<file path="src/rtl/core/stb_pkg.sv">
`default_nettype none

package stb_pkg;

  // Default table depth handed to the top level.
  localparam int STB_DEPTH_DEF = 8;

  // Fixed field widths of the item and result beats.
  localparam int SLOT_W    = 3;
  localparam int KEY_W     = 32;
  localparam int POS_W     = 3;
  localparam int ENTRIES_W = 4;

  // Request kinds carried in req_type.
  localparam logic REQ_WRITE  = 1'b0;
  localparam logic REQ_LOOKUP = 1'b1;

  // Configuration register map (word index taken from paddr[2]).
  localparam int  PADDR_W          = 3;
  localparam logic REG_IDX_ENTRIES = 1'b0;

  // Value of entries_in_use after reset.
  localparam logic [ENTRIES_W-1:0] ENTRIES_RESET = 4'd8;

  // One queued command between the front and the back.
  typedef struct packed {
    logic                     is_lookup;
    logic [SLOT_W-1:0]        slot;
    logic signed [KEY_W-1:0]  value;
  } stb_cmd_t;

endpackage : stb_pkg

`default_nettype wire

</file>
<file path="src/rtl/core/stb_front.sv">
`default_nettype none

module stb_front import stb_pkg::*; #(
  parameter int TABLE_DEPTH = STB_DEPTH_DEF
) (
  input  wire logic                    clk,
  input  wire logic                    rst_n,
  input  wire logic                    in_valid,
  output logic                         in_stall,
  input  wire logic                    in_req_type,
  input  wire logic [SLOT_W-1:0]       in_slot,
  input  wire logic signed [KEY_W-1:0] in_item_value,
  output logic                         q_valid,
  output stb_cmd_t                     q_cmd,
  input  wire logic                    q_pop
);

  localparam int QDEPTH = 2;

  stb_cmd_t    q_r [QDEPTH];
  logic        wptr_r, wptr_nxt;
  logic        rptr_r, rptr_nxt;
  logic [1:0]  count_r, count_nxt;
  logic        accept;
  logic        slot_ok;
  logic        push;

  // A beat is taken whenever the queue has room.
  assign in_stall = (count_r == 2'(QDEPTH));
  assign accept   = in_valid && !in_stall;

  // Writes to slots past the table end are dropped here and never queued.
  assign slot_ok = (32'(in_slot) < 32'(TABLE_DEPTH));
  assign push    = accept && ((in_req_type == REQ_LOOKUP) || slot_ok);

  assign q_valid = (count_r != 2'd0);
  assign q_cmd   = q_r[rptr_r];

  // Pointer and fill count updates.
  always_comb begin
    wptr_nxt  = push  ? !wptr_r : wptr_r;
    rptr_nxt  = q_pop ? !rptr_r : rptr_r;
    count_nxt = count_r + 2'(push) - 2'(q_pop);
  end

  always_ff @(posedge clk) begin
    if (!rst_n) begin
      wptr_r  <= 1'b0;
      rptr_r  <= 1'b0;
      count_r <= 2'd0;
    end else begin
      wptr_r  <= wptr_nxt;
      rptr_r  <= rptr_nxt;
      count_r <= count_nxt;
    end
  end

  // Queue storage carries no reset.
  always_ff @(posedge clk) begin
    if (push) begin
      q_r[wptr_r].is_lookup <= (in_req_type == REQ_LOOKUP);
      q_r[wptr_r].slot      <= in_slot;
      q_r[wptr_r].value     <= in_item_value;
    end
  end

endmodule : stb_front

`default_nettype wire

</file>
<file path="src/rtl/core/stb_back.sv">
`default_nettype none

module stb_back import stb_pkg::*; #(
  parameter int TABLE_DEPTH = STB_DEPTH_DEF
) (
  input  wire logic                 clk,
  input  wire logic                 rst_n,
  input  wire logic [ENTRIES_W-1:0] entries_in_use,
  input  wire logic                 q_valid,
  input  wire stb_cmd_t             q_cmd,
  output logic                      q_pop,
  output logic                      out_valid,
  input  wire logic                 out_stall,
  output logic                      out_found,
  output logic [POS_W-1:0]          out_position
);

  localparam int CW = $clog2(TABLE_DEPTH + 1);
  localparam int NW = (CW > ENTRIES_W) ? CW : ENTRIES_W;
  localparam int AW = (TABLE_DEPTH > 1) ? $clog2(TABLE_DEPTH) : 1;
  localparam int SW = (AW > SLOT_W) ? AW : SLOT_W;

  localparam logic [1:0] S_IDLE  = 2'd0;
  localparam logic [1:0] S_ISSUE = 2'd1;
  localparam logic [1:0] S_CMP   = 2'd2;
  localparam logic [1:0] S_DONE  = 2'd3;

  logic [1:0]              state_r, state_nxt;
  logic [NW-1:0]           low_r, low_nxt;
  logic [NW-1:0]           hix_r, hix_nxt;
  logic [NW-1:0]           mid_r, mid_nxt;
  logic signed [KEY_W-1:0] key_r, key_nxt;
  logic                    res_found_r, res_found_nxt;
  logic [POS_W-1:0]        res_pos_r, res_pos_nxt;
  logic                    out_valid_r, out_valid_nxt;
  logic                    out_found_r;
  logic [POS_W-1:0]        out_position_r;
  logic                    out_load;
  logic                    out_free;

  logic [NW-1:0]           n_cap;
  logic [NW:0]             mid_sum;
  logic [NW-1:0]           mid_calc;
  logic [SW-1:0]           slot_ext;
  logic                    mem_we;
  logic                    mem_re;
  logic signed [KEY_W-1:0] mem [TABLE_DEPTH];
  logic signed [KEY_W-1:0] rdata_r;

  // Entries searched, capped at the table depth.
  always_comb begin
    if (NW'(entries_in_use) > NW'(TABLE_DEPTH)) begin
      n_cap = NW'(TABLE_DEPTH);
    end else begin
      n_cap = NW'(entries_in_use);
    end
  end

  // The interval is [low, hix); the midpoint is floor((low + hix - 1) / 2).
  assign mid_sum  = {1'b0, low_r} + {1'b0, hix_r} - {{NW{1'b0}}, 1'b1};
  assign mid_calc = mid_sum[NW:1];
  assign slot_ext = SW'(q_cmd.slot);

  assign out_free = !out_valid_r || !out_stall;

  // Search sequencer: one memory read and one compare per bisection step.
  always_comb begin
    state_nxt     = state_r;
    low_nxt       = low_r;
    hix_nxt       = hix_r;
    mid_nxt       = mid_r;
    key_nxt       = key_r;
    res_found_nxt = res_found_r;
    res_pos_nxt   = res_pos_r;
    q_pop         = 1'b0;
    mem_we        = 1'b0;
    mem_re        = 1'b0;
    out_load      = 1'b0;
    unique case (state_r)
      S_IDLE: begin
        if (q_valid) begin
          q_pop = 1'b1;
          if (q_cmd.is_lookup) begin
            key_nxt   = q_cmd.value;
            low_nxt   = '0;
            hix_nxt   = n_cap;
            state_nxt = S_ISSUE;
          end else begin
            mem_we = 1'b1;
          end
        end
      end
      S_ISSUE: begin
        if (low_r >= hix_r) begin
          res_found_nxt = 1'b0;
          res_pos_nxt   = '0;
          state_nxt     = S_DONE;
        end else begin
          mem_re    = 1'b1;
          mid_nxt   = mid_calc;
          state_nxt = S_CMP;
        end
      end
      S_CMP: begin
        if (rdata_r == key_r) begin
          res_found_nxt = 1'b1;
          res_pos_nxt   = mid_r[POS_W-1:0];
          state_nxt     = S_DONE;
        end else if (rdata_r < key_r) begin
          low_nxt   = mid_r + NW'(1);
          state_nxt = S_ISSUE;
        end else begin
          hix_nxt   = mid_r;
          state_nxt = S_ISSUE;
        end
      end
      S_DONE: begin
        if (out_free) begin
          out_load  = 1'b1;
          state_nxt = S_IDLE;
        end
      end
      default: begin
        state_nxt = S_IDLE;
      end
    endcase
  end

  // The output register holds a beat until the receiver takes it.
  assign out_valid_nxt = out_load || (out_valid_r && out_stall);

  always_ff @(posedge clk) begin
    if (!rst_n) begin
      state_r     <= S_IDLE;
      out_valid_r <= 1'b0;
    end else begin
      state_r     <= state_nxt;
      out_valid_r <= out_valid_nxt;
    end
  end

  // Datapath registers need no reset.
  always_ff @(posedge clk) begin
    low_r       <= low_nxt;
    hix_r       <= hix_nxt;
    mid_r       <= mid_nxt;
    key_r       <= key_nxt;
    res_found_r <= res_found_nxt;
    res_pos_r   <= res_pos_nxt;
    if (out_load) begin
      out_found_r    <= res_found_r;
      out_position_r <= res_pos_r;
    end
  end

  // Key table: one write port and one registered read port.
  always_ff @(posedge clk) begin
    if (mem_we) begin
      mem[slot_ext[AW-1:0]] <= q_cmd.value;
    end
    if (mem_re) begin
      rdata_r <= mem[mid_calc[AW-1:0]];
    end
  end

  assign out_valid    = out_valid_r;
  assign out_found    = out_found_r;
  assign out_position = out_position_r;

  // A compare always works on a non-empty interval.
  a_cmp_interval: assert property (@(posedge clk) disable iff (!rst_n)
    (state_r == S_CMP) |-> (low_r < hix_r))
    else $error("compare step with an empty interval");

  // The probed midpoint lies inside the interval.
  a_mid_inside: assert property (@(posedge clk) disable iff (!rst_n)
    (state_r == S_CMP) |-> ((mid_r >= low_r) && (mid_r < hix_r)))
    else $error("midpoint outside the search interval");

  // A new result beat only comes out of the done state.
  a_out_source: assert property (@(posedge clk) disable iff (!rst_n)
    $rose(out_valid_r) |-> ($past(state_r) == S_DONE))
    else $error("result beat raised without a finished search");

  // The queue is only popped from the idle state.
  a_pop_idle: assert property (@(posedge clk) disable iff (!rst_n)
    q_pop |-> (q_valid && (state_r == S_IDLE)))
    else $error("queue popped while a search is running");

endmodule : stb_back

`default_nettype wire

</file>
<file path="src/rtl/core/sorted_table_binary_search.sv">
`default_nettype none

// Sorted-table binary search. Write beats (req_type 0) store a signed key at
// a slot of the key table; lookup beats (req_type 1) bisect positions
// 0 .. n-1, with n being entries_in_use capped at the table depth, and return
// one result beat with found and the matching position (0 when not found).
// Write beats return nothing, and a write to a slot past the table end is
// dropped. The table is not cleared at reset: every slot a lookup may probe
// must have been written first, and software keeps the entries in use sorted
// ascending. A two-beat queue sits between the input and the search engine,
// so input beats are still taken while a search runs or a result waits, until
// the queue is full. The engine stores a write straight from the idle state.
// A lookup loads the search interval, then runs bisection steps (a registered
// table read, then the compare), on a miss passes the issue state once more
// to see the interval run empty, and then loads the output register once the
// receiver has room. The table read port paces each step. entries_in_use sits
// at byte address 0 of the register port; the user must see that it is written
// only while the block is idle, as the block itself does not enforce this.
module sorted_table_binary_search import stb_pkg::*; #(
  parameter int TABLE_DEPTH = STB_DEPTH_DEF
) (
  input  wire logic                    clk,
  input  wire logic                    rst_n,
  // Register port.
  input  wire logic                    psel,
  input  wire logic                    penable,
  input  wire logic                    pwrite,
  input  wire logic [PADDR_W-1:0]      paddr,
  input  wire logic [31:0]             pwdata,
  output logic [31:0]                  prdata,
  output logic                         pready,
  // Input channel.
  input  wire logic                    in_valid,
  output logic                         in_stall,
  input  wire logic                    in_req_type,
  input  wire logic [SLOT_W-1:0]       in_slot,
  input  wire logic signed [KEY_W-1:0] in_item_value,
  // Result channel.
  output logic                         out_valid,
  input  wire logic                    out_stall,
  output logic                         out_found,
  output logic [POS_W-1:0]             out_position
);

  logic [ENTRIES_W-1:0] entries_r;
  logic                 reg_sel;
  logic                 q_valid;
  logic                 q_pop;
  stb_cmd_t             q_cmd;

  // Register port: always ready, one register at word 0.
  assign pready  = 1'b1;
  assign reg_sel = (paddr[2] == REG_IDX_ENTRIES);
  assign prdata  = reg_sel ? 32'(entries_r) : 32'd0;

  always_ff @(posedge clk) begin
    if (!rst_n) begin
      entries_r <= ENTRIES_RESET;
    end else if (psel && penable && pwrite && pready && reg_sel) begin
      entries_r <= pwdata[ENTRIES_W-1:0];
    end
  end

  stb_front #(
    .TABLE_DEPTH (TABLE_DEPTH)
  ) u_front (
    .clk           (clk),
    .rst_n         (rst_n),
    .in_valid      (in_valid),
    .in_stall      (in_stall),
    .in_req_type   (in_req_type),
    .in_slot       (in_slot),
    .in_item_value (in_item_value),
    .q_valid       (q_valid),
    .q_cmd         (q_cmd),
    .q_pop         (q_pop)
  );

  stb_back #(
    .TABLE_DEPTH (TABLE_DEPTH)
  ) u_back (
    .clk            (clk),
    .rst_n          (rst_n),
    .entries_in_use (entries_r),
    .q_valid        (q_valid),
    .q_cmd          (q_cmd),
    .q_pop          (q_pop),
    .out_valid      (out_valid),
    .out_stall      (out_stall),
    .out_found      (out_found),
    .out_position   (out_position)
  );

endmodule : sorted_table_binary_search

`default_nettype wire

</file>
<file path="config.mk">
export PLATFORM = sky130hd
export DESIGN_NAME = sorted_table_binary_search
export DESIGN_NICKNAME = d
export VERILOG_FILES = /design/src/rtl/core/stb_pkg.sv /design/src/rtl/core/stb_front.sv /design/src/rtl/core/stb_back.sv /design/src/rtl/core/sorted_table_binary_search.sv
export SDC_FILE = /design/constraint.sdc
export NUM_CORES = 1
export LEC_CHECK = 0
export BUFFER_PORTS_ARGS = -buffer_cell sky130_fd_sc_hd__buf_2
export CAP_MARGIN = 20
export CORE_MARGIN = 10
export CORE_UTILIZATION = 45
export CTS_CLUSTER_DIAMETER = 100
export DETAILED_ROUTE_END_ITERATION = 12
export RECOVER_POWER = 50
export SYNTH_ARGS = -nofsm -noshare
export SYNTH_HDL_FRONTEND = slang
export SYNTH_SLANG_ARGS = --single-unit
</file>
<file path="constraint.sdc">
create_clock -name clk -period 5.95 [get_ports clk]
set_clock_uncertainty 0.1 [all_clocks]
set_input_delay 0.595 -clock clk [delete_from_list [all_inputs] [get_ports clk]]
set_output_delay 0.595 -clock clk [all_outputs]
set_load 0.005 [all_outputs]
</file>
==> metrics.txt, run 1 <==
cell family with most CP delay adder cells; critical path class reg -> reg; CTS Buf Count between 40 and 50; number of global-route vias before repair about 8k; maximum root-to-sink buffer count 3; Die Span X about 210 µm; failing checks capacitance limit, slew limit; R2R Path End u_back.rdata_r[13]$_DFFE_PP_; fin nets around 1.1k; Tcrit/Tclk final 0.612; post-route non-filler standard cell count 1,505; Hold Crit Class in -> reg; fin. max-slew vios 75; WP buf/inv 3; max cap viols 2; via count between 7k and 8k; Worst Hold Path EP u_front.q_r[1][10]$_DFFE_PP_; layout cell share with drive strength beyond 1 0.233; Post-Syn Instances about 870; count of unique library cells instantiated by Yosys 50; minimum clock period between 3 and 4 ns; crit-path most repeated cell inv_1; Avg WL per Cell ~20 µm; num ports ~120; # hold bufs at CTS 0; Worst Path Max Fanout 33; DP HPWL between 15 and 20 mm; Leakage Power around 6.6 nW; number of port buffers 57; final hold vios 0; yosys warns 0; synthesized area per cell around 19 µm²; Power Total about 0.010 W; hold path startpoint in_item_value[10]; row cnt 70; cell breakdown of the critical path inv_1, ha_1, inv_1, ha_4, fa_2, buf_4, mux4_2, mux2_2; Die ar. about 0.046 mm²; clock transition at the registers of the reported paths around 0.06 ns; post-cts gate resize count 0; ys flop type edfxtp_1; Initial Util 0.458; status finished with violations; most common cell after layout, fill and taps aside edfxtp_1; Placed Cells between 1k and 1.5k; Hold Path Cell Cnt 1; drt drc 0; Async S/R FF share, synth 0; largest net degree at the start of global routing 38; CTS Root Cell clkbuf_16; Worst R2R Setup Slack 2.31 ns; PnR worst setup slack approximately 2.3 ns; vias per cell between 5 and 6; Worst Setup Start Kind flip-flop; most frequent cells in the layout edfxtp_1 (412), mux4_2 (64), inv_1 (56); routability cong. ~0.72; Slew HR -0.683; Worst-Margin Slew around 2.5 ns; Peak VDD IR roughly 0.38 mV; GR Util All Layers 0.138; Req. time, crit path just over 6 ns; crit end category flip-flop; Clock H-tree levels 2; CP max stage delay 1.23 ns; first-pass GRT wire length roughly 47 mm; Cell Area, Synth about 0.017 mm²; Crit-path slowest cell fa_2; Worst EP arrival approximately 3.8 ns; post-synthesis sequential area ratio 0.746; Synth Register Bits roughly 420; CTS tree yes; final wirelength about 31 mm; drt first pass iters 4; initial antenna violation count 0; post-place setup slack 2.31 ns; EDFF count, synth a little over 400; Setup TNS 0 ns; DRT iter0 DRCs approximately 450; Antenna diodes 0; Worst R2R Path Depth 8; post-route ant nets 0; count of final setup violators 0; Die Y roughly 210 µm; Clock Sink Count around 420; worst r2r src u_back.low_r[1]$_SDFFCE_PN0P_; fmax 275 MHz; synthesis-to-layout area growth 13.4%; Post CTS Setup Buffer Count 0; setup repair after global routing missed its margin false; gr ovfl total 0; worst hold margin 0.119 ns; Pwr Density around 540 mW/mm²; worst skew pair latency 0.56 ns; Core Footprint between 0.03 and 0.04 mm²
==> where the power goes <==
part / switching (W) / internal [W]
Clock: 0.00108 / 0.00152
Combinational: 0.00183 / 0.00173
Sequential: 0.000120 / 0.00404
Total: 0.00303 / 0.00728
==> worst register-to-register path, delay by kind of cell (launching register included) <==
family | cells | cell delay (ns)
buf+inv | 3 | 0.62
mux | 2 | 0.64
fa+ha+maj | 3 | 1.67
flops | 1 | 0.35
==> metrics by stage <==
stage | instance area (µm²) | utilization
2_1_floorplan | 17000 | -
3_3_place_gp | 17800 | 0.484
3_5_place_dp | 17800 | 0.484
4_1_cts | 19200 | 0.521
5_1_grt | 19200 | 0.520
6_report | 19200 | 0.520
==> cell type report <==
cell class | count | area [µm²]
fill | 2989 | 17700
sequential | 424 | 12600
multi-input combinational | 365 | 3970
clock buffer | 56 | 1170
tap | 504 | 631
timing repair buffer | 74 | 384
inverter | 57 | 214
clock inverter | 25 | 196
==> how the worst max path moves through the flow <==
stage                                        start                             to  slack, ns  depth (start not counted)
floorplan           u_back.state_r[0]$_SDFFE_PN0P_  u_back.low_r[0]$_SDFFCE_PN0P_       2.49                          6
global placement     u_back.low_r[1]$_SDFFCE_PN0P_   u_back.rdata_r[13]$_DFFE_PP_       2.35                          8
detailed placement   u_back.low_r[1]$_SDFFCE_PN0P_   u_back.rdata_r[13]$_DFFE_PP_       2.31                          8
CTS                  u_back.low_r[1]$_SDFFCE_PN0P_   u_back.rdata_r[13]$_DFFE_PP_       2.31                          8
global route                             flip-flop  u_back.low_r[0]$_SDFFCE_PN0P_       2.01                          6
finish               u_back.low_r[1]$_SDFFCE_PN0P_   u_back.rdata_r[13]$_DFFE_PP_       2.31                          8
==> state kept, by name, summed over array words and instances (netlist names), 3 cells and up, named ones only <==
name and cells:
u_back.res_pos_r 3, u_back.low_r 4, u_back.key_r 32, u_back.mem 256, u_front.q_r 72, u_back.mid_r 4
u_back.rdata_r 32, u_back.out_position 3, u_back.hix_r 4, entries_r 4
==> Yosys cell counts, drive strengths merged (9+ instances only) <==
master	instances	area share
a21oi	18	0.0056
and2	11	0.0041
buf	38	0.015
clkbuf	15	0.0033
dfxtp	12	0.014
edfxtp	412	0.73
ha	50	0.037
inv	56	0.012
mux2	65	0.043
mux4	64	0.085
nand2	21	0.0047
nor2	26	0.0058
nor2b	9	0.0033
==> per-layer routing <==
layer,track usage,up-vias,part of all wire
met4,0.0540,0,0.024
met3,0.0254,51,0.051
met1,0.177,3952,0.43
met5,0,-,0
li1,-,3546,-
met2,0.229,146,0.49
==> logic make-up (layout without fill, tap and decap cells) <==
| logic type | Yosys count | in the layout | share of synthesized area |
|---|---|---|---|
| AO/OA/AOI/OAI | 46 | 46 | 0.0172 |
| XOR/XNOR | 7 | 7 | 0.00363 |
| adder cells (fa/ha/maj) | 51 | 51 | 0.0382 |
| buffers and inverters | 110 | 212 | 0.0315 |
| flip-flops | 424 | 424 | 0.746 |
| multiplexers | 135 | 135 | 0.132 |
| other | 2 | 29 | 0.000444 |
| AND/OR/NAND/NOR | 97 | 97 | 0.0306 |
No activity file was read; power rests on OpenSTA's default activity.
==> inputs of run 2 (changes only) <==
Clock period 5.95 ns to 3 ns, I/O delays scaled along.
==> run 2 against run 1 <==
  * The flow now finishes without violations
  * Critical path depth unchanged
  * Utilization rose by 2.1 points
  * Sequential power up 98%
  * Setup slack worse by 2.1 ns
  * First-iteration DRC count up 16%
  * Sequential cell count unchanged
  * Worst hold slack worse by 0.020 ns
  * Power increased by 100%
  * Clock-buffer cell count increased by 2
  * Largest power group unchanged
==> metrics.txt, run 2 (same netlist as run 1, synthesis figures left out) <==
post-place setup slack around 0.22 ns; # hold bufs at CTS between 40 and 50; vias per cell ~5; CTS Buf Count 44; Clock Sink Count between 400 and 500; Peak VDD IR 0.578 mV; Hold Crit Class in -> reg; GR Util All Layers 0.142; drt drc 0; clock transition at the registers of the reported paths ~0.06 ns; largest net degree at the start of global routing 38; number of port buffers between 50 and 60; row cnt 70; Req. time, crit path 3.21 ns; worst r2r src u_back.low_r[1]$_SDFFCE_PN0P_; Die Y about 210 µm; CTS tree yes; sw power 0.00612 W; Clock H-tree levels 2; Worst-Margin Slew 1.42 ns; Initial Util 0.458; final wirelength around 32 mm; Largest register FFs approximately 260; Slew HR 0.0550; Pwr Density 1050 mW/mm²; max cap viols 0; worst skew pair latency roughly 0.56 ns; most common cell after layout, fill and taps aside edfxtp_1; Core Footprint roughly 0.037 mm²; Clock power frac 0.245; fin nets about 1.2k; status completed; number of global-route vias before repair between 8k and 9k; post-cts gate resize count 0; Avg WL per Cell 20.2 µm; count of final setup violators 0; initial antenna violation count 1; synthesis-to-layout area growth 17.9%; Tcrit/Tclk final 0.925; fmax 360 MHz; Worst Path Max Fanout 22; Die ar. about 0.046 mm²; fin. max-slew vios 0; Antenna diodes 0; R2R Path End u_back.rdata_r[6]$_DFFE_PP_; Worst R2R Setup Slack around 0.23 ns; Internal Power between 0.01 and 0.015 W; CTS Root Cell clkbuf_16; combinational share of power 0.361; DRT iter0 DRCs between 500 and 600; Leakage Power roughly 7 nW; crit end category flip-flop; DP HPWL 17.4 mm; first-pass GRT wire length between 40 and 50 mm; Finished Core Util 0.541; layout cell share with drive strength beyond 1 0.231; critical path class reg -> reg; Post CTS Setup Buffer Count 0; drt first pass iters 4; via count between 7k and 8k; Worst EP arrival roughly 3 ns; Die Span X ~210 µm; PnR worst setup slack 0.226 ns; CP Launch Point u_back.low_r[1]$_SDFFCE_PN0P_; minimum clock period 2.77 ns; Worst Setup Start Kind flip-flop; num ports about 120; routability cong. 0.712; setup repair after global routing missed its margin false; maximum root-to-sink buffer count 3; switching part of the total power 0.292; crit path capture u_back.rdata_r[6]$_DFFE_PP_; final hold vios 0; gr ovfl total 0; Worst R2R Path Depth 8; most frequent cells in the layout edfxtp_1 (412), mux4_2 (64), inv_1 (56); fill cell count about 2.9k; share of power burned in registers 0.393; post-route ant nets 0; Power Total between 0.02 and 0.025 W
run 2: area by class of cell:
class	instances	area, µm²	share of cell area
clock inverter	22	165	0.00829
clock buffer	58	1200	0.0605
inverter	57	214	0.0107
multi-input combinational	365	3960	0.199
timing repair buffer	132	1140	0.0573
tap	504	631	0.0316
sequential	424	12600	0.633
run 2: metal layers:
layer	vias to the layer above	global-route usage	wire, µm
met5	-	0	0
met3	48	0.0232	1440
met1	3962	0.184	13700
met4	0	0.0501	685
li1	3669	-	-
met2	147	0.239	15800
run 2: worst min path at each step:
stage | startpoint | cells past startpoint | endpoint
finish | in_valid | 4 | u_front.wptr_r$_SDFFE_PN0P_
global route | in_valid | 4 | u_front.wptr_r$_SDFFE_PN0P_
CTS | in_valid | 4 | u_front.wptr_r$_SDFFE_PN0P_
detailed placement | u_back.res_pos_r[2]$_SDFFCE_PN0P_ | 0 | u_back.out_position[2]$_DFFE_PP_
global placement | u_back.res_pos_r[1]$_SDFFCE_PN0P_ | 0 | u_back.out_position[1]$_DFFE_PP_
floorplan | in_item_value[0] | 0 | u_front.q_r[0][0]$_DFFE_PP_
run 2: per-stage QoR:
step | instance area, µm² | setup TNS, ns | hold slack (ns) | instances
2_1_floorplan | 17000 | -11.63 | 0.299 | 899
3_3_place_gp | 18100 | 0 | 0.307 | 1435
3_5_place_dp | 18100 | 0 | 0.305 | 1435
4_1_cts | 20000 | 0 | 0.107 | 1562
5_1_grt | 19900 | 0 | 0.115 | 1562
6_report | 19900 | 0 | 0.0992 | 1562
run 2: worst max-delay path, stage by stage, from the launching register on:
cell,delay (ns)
edfxtp_1,0.34
inv_1,0.05
ha_1,0.28
inv_1,0.07
ha_4,0.16
fa_2,0.67
buf_12,0.23
mux4_2,0.33
mux2_2,0.28
run 2: power by group through the flow:
stage	sequential, W	combinational (W)	clock [W]
after global routing	0.00832	0.00832	0.00554
after global placement	0.00836	0.00769	0
after floorplan	0.00827	0.00545	0
after CTS	0.00826	0.00785	0.00531
after detailed placement	0.00837	0.00776	0
final	0.00825	0.00758	0.00514
==> inputs of run 3 (changes only) <==
Settings changed: CTS_BUF_LIST from default to sky130_fd_sc_hd__clkbuf_2 sky130_fd_sc_hd__clkbuf_4 sky130_fd_sc_hd__clkbuf_8.
==> run 3 against run 2 <==
  * First-iteration DRC count increased by 8.9%
  * Utilization increased by 0.061 points
  * Via count increased by 2.0%
  * Critical endpoint unchanged
  * Highest routed layer unchanged
==> metrics.txt, run 3 (same netlist as run 1, synthesis figures left out) <==
CTS tree yes; Tcrit/Tclk final 0.928; Die Span X between 200 and 250 µm; number of global-route vias before repair 8,407; Hold Crit Class in -> reg; fin. max-slew vios 0; met3 WL about 1.6 mm; WP buf/inv 3; Pwr Density about 1000 mW/mm²; Final Cell Area 0.0200 mm²; via count about 8k; gr ovfl total 0; uppermost layer routed met4; first-pass GRT wire length 48.8 mm; cell breakdown of the critical path inv_1, ha_1, inv_1, ha_4, fa_2, buf_12, mux4_2, mux2_2; Peak VDD IR between 0.6 and 0.7 mV; crit-path most repeated cell inv_1; Leakage Power a little under 7 nW; placed cell area approximately 0.018 mm²; routability cong. 0.712; number of port buffers 57; PnR worst setup slack 0.217 ns; DP HPWL between 15 and 20 mm; layout cell share with drive strength beyond 1 0.266; multi-input logic area 0.00396 mm²; Setup TNS 0 ns; Req. time, crit path around 3.2 ns; clock transition at the registers of the reported paths about 0.06 ns; synthesis-to-layout area growth 18.1%; fmax 359 MHz; critical path class reg -> reg; setup repair after global routing missed its margin false; crit end category flip-flop; drt first pass iters 4; Worst Path Max Fanout 22; Antenna diodes 0; Worst Setup Start Kind flip-flop; Largest register FFs approximately 260; Die Y 214 µm; initial antenna violation count 1; Worst EP arrival 3.02 ns; cell family with most CP delay adder cells; final wirelength about 32 mm; max cap viols 0; Die ar. 0.0457 mm²; Worst-Margin Slew about 1.4 ns; CTS Root Cell clkbuf_8; most common cell after layout, fill and taps aside edfxtp_1; status completed; num ports ~120; post-place setup slack approximately 0.22 ns; Clock Sink Count 424; DRT iter0 DRCs 565; Core Footprint 0.0369 mm²; row cnt 70; vias per cell a little under 5; minimum clock period about 2.8 ns; post-route ant nets 0; Initial Util 0.458; Met2 Routed Length approximately 16 mm; Slew HR 0.0909; GR Util All Layers 0.143; WL met1 between 10 and 15 mm; most frequent cells in the layout edfxtp_1 (412), clkbuf_8 (74), mux4_2 (64); CTS Buf Count between 70 and 80; Sequential Area 0.0126 mm²; CP max stage delay slightly below 0.7 ns; final hold vios 0; Crit-path slowest cell fa_2; fin nets ~1.2k; Clock H-tree levels 3; drt drc 0; largest net degree at the start of global routing 38; Avg WL per Cell about 20 µm; worst skew pair latency approximately 0.6 ns; fill cell count slightly below 3k; count of final setup violators 0; maximum root-to-sink buffer count 3
run 3: area by class of cell:
type                    instances  area share
clock buffers                 107      0.0635
multi-input cells             365       0.199
clock inverters                16     0.00640
well taps                     504      0.0316
flip-flops and latches        424       0.632
repair buffers                132      0.0571
inverters                      57      0.0107
run 3: power breakdown:
| group | total [W] | switching (W) | internal [W] |
|---|---|---|---|
| sequential | 0.00825 | 0.000258 | 0.00800 |
| combinational | 0.00758 | 0.00372 | 0.00386 |
| clock | 0.00497 | 0.00212 | 0.00285 |
run 3: worst min-delay path, stage by stage:
cell     delay [ns]
buf_2          0.10
nand2_1        0.09
and2_1         0.13
o21a_1         0.10
run 3: per-layer routing:
layer  track usage  up-vias
li1              -     3720
met2         0.237      177
met5             0        -
met3        0.0302       41
met1         0.184     4041
met4        0.0523        0
run 3: final timing paths:
check,start,end,slack (ns),cells after the start
worst max-delay path,u_back.hix_r[1]$_DFFE_PP_,u_back.rdata_r[6]$_DFFE_PP_,0.22,8
worst min-delay path,in_valid,u_front.wptr_r$_SDFFE_PN0P_,0.07,4
worst max register to register,u_back.hix_r[1]$_DFFE_PP_,u_back.rdata_r[6]$_DFFE_PP_,0.22,8
worst min register to register,u_back.res_found_r$_DFFE_PP_,u_back.out_found$_DFFE_PP_,0.32,0
run 3: repair_timing:
action | in CTS | in global routing
hold endpoints to repair | 84 | 0
hold buffers | 47 | 0
buffers inserted | 0 | 0
gates resized for setup | 0 | 0
run 3: through the flow:
stage | total power (W) | hold WS [ns] | instances | utilization
floorplan | 0.0137 | 0.299 | 899 | -
global placement | 0.0160 | 0.307 | 1435 | 0.492
detailed placement | 0.0161 | 0.305 | 1435 | 0.492
CTS | 0.0213 | 0.0691 | 1605 | 0.543
global route | 0.0221 | 0.0709 | 1605 | 0.541
finish | 0.0208 | 0.0699 | 1605 | 0.541
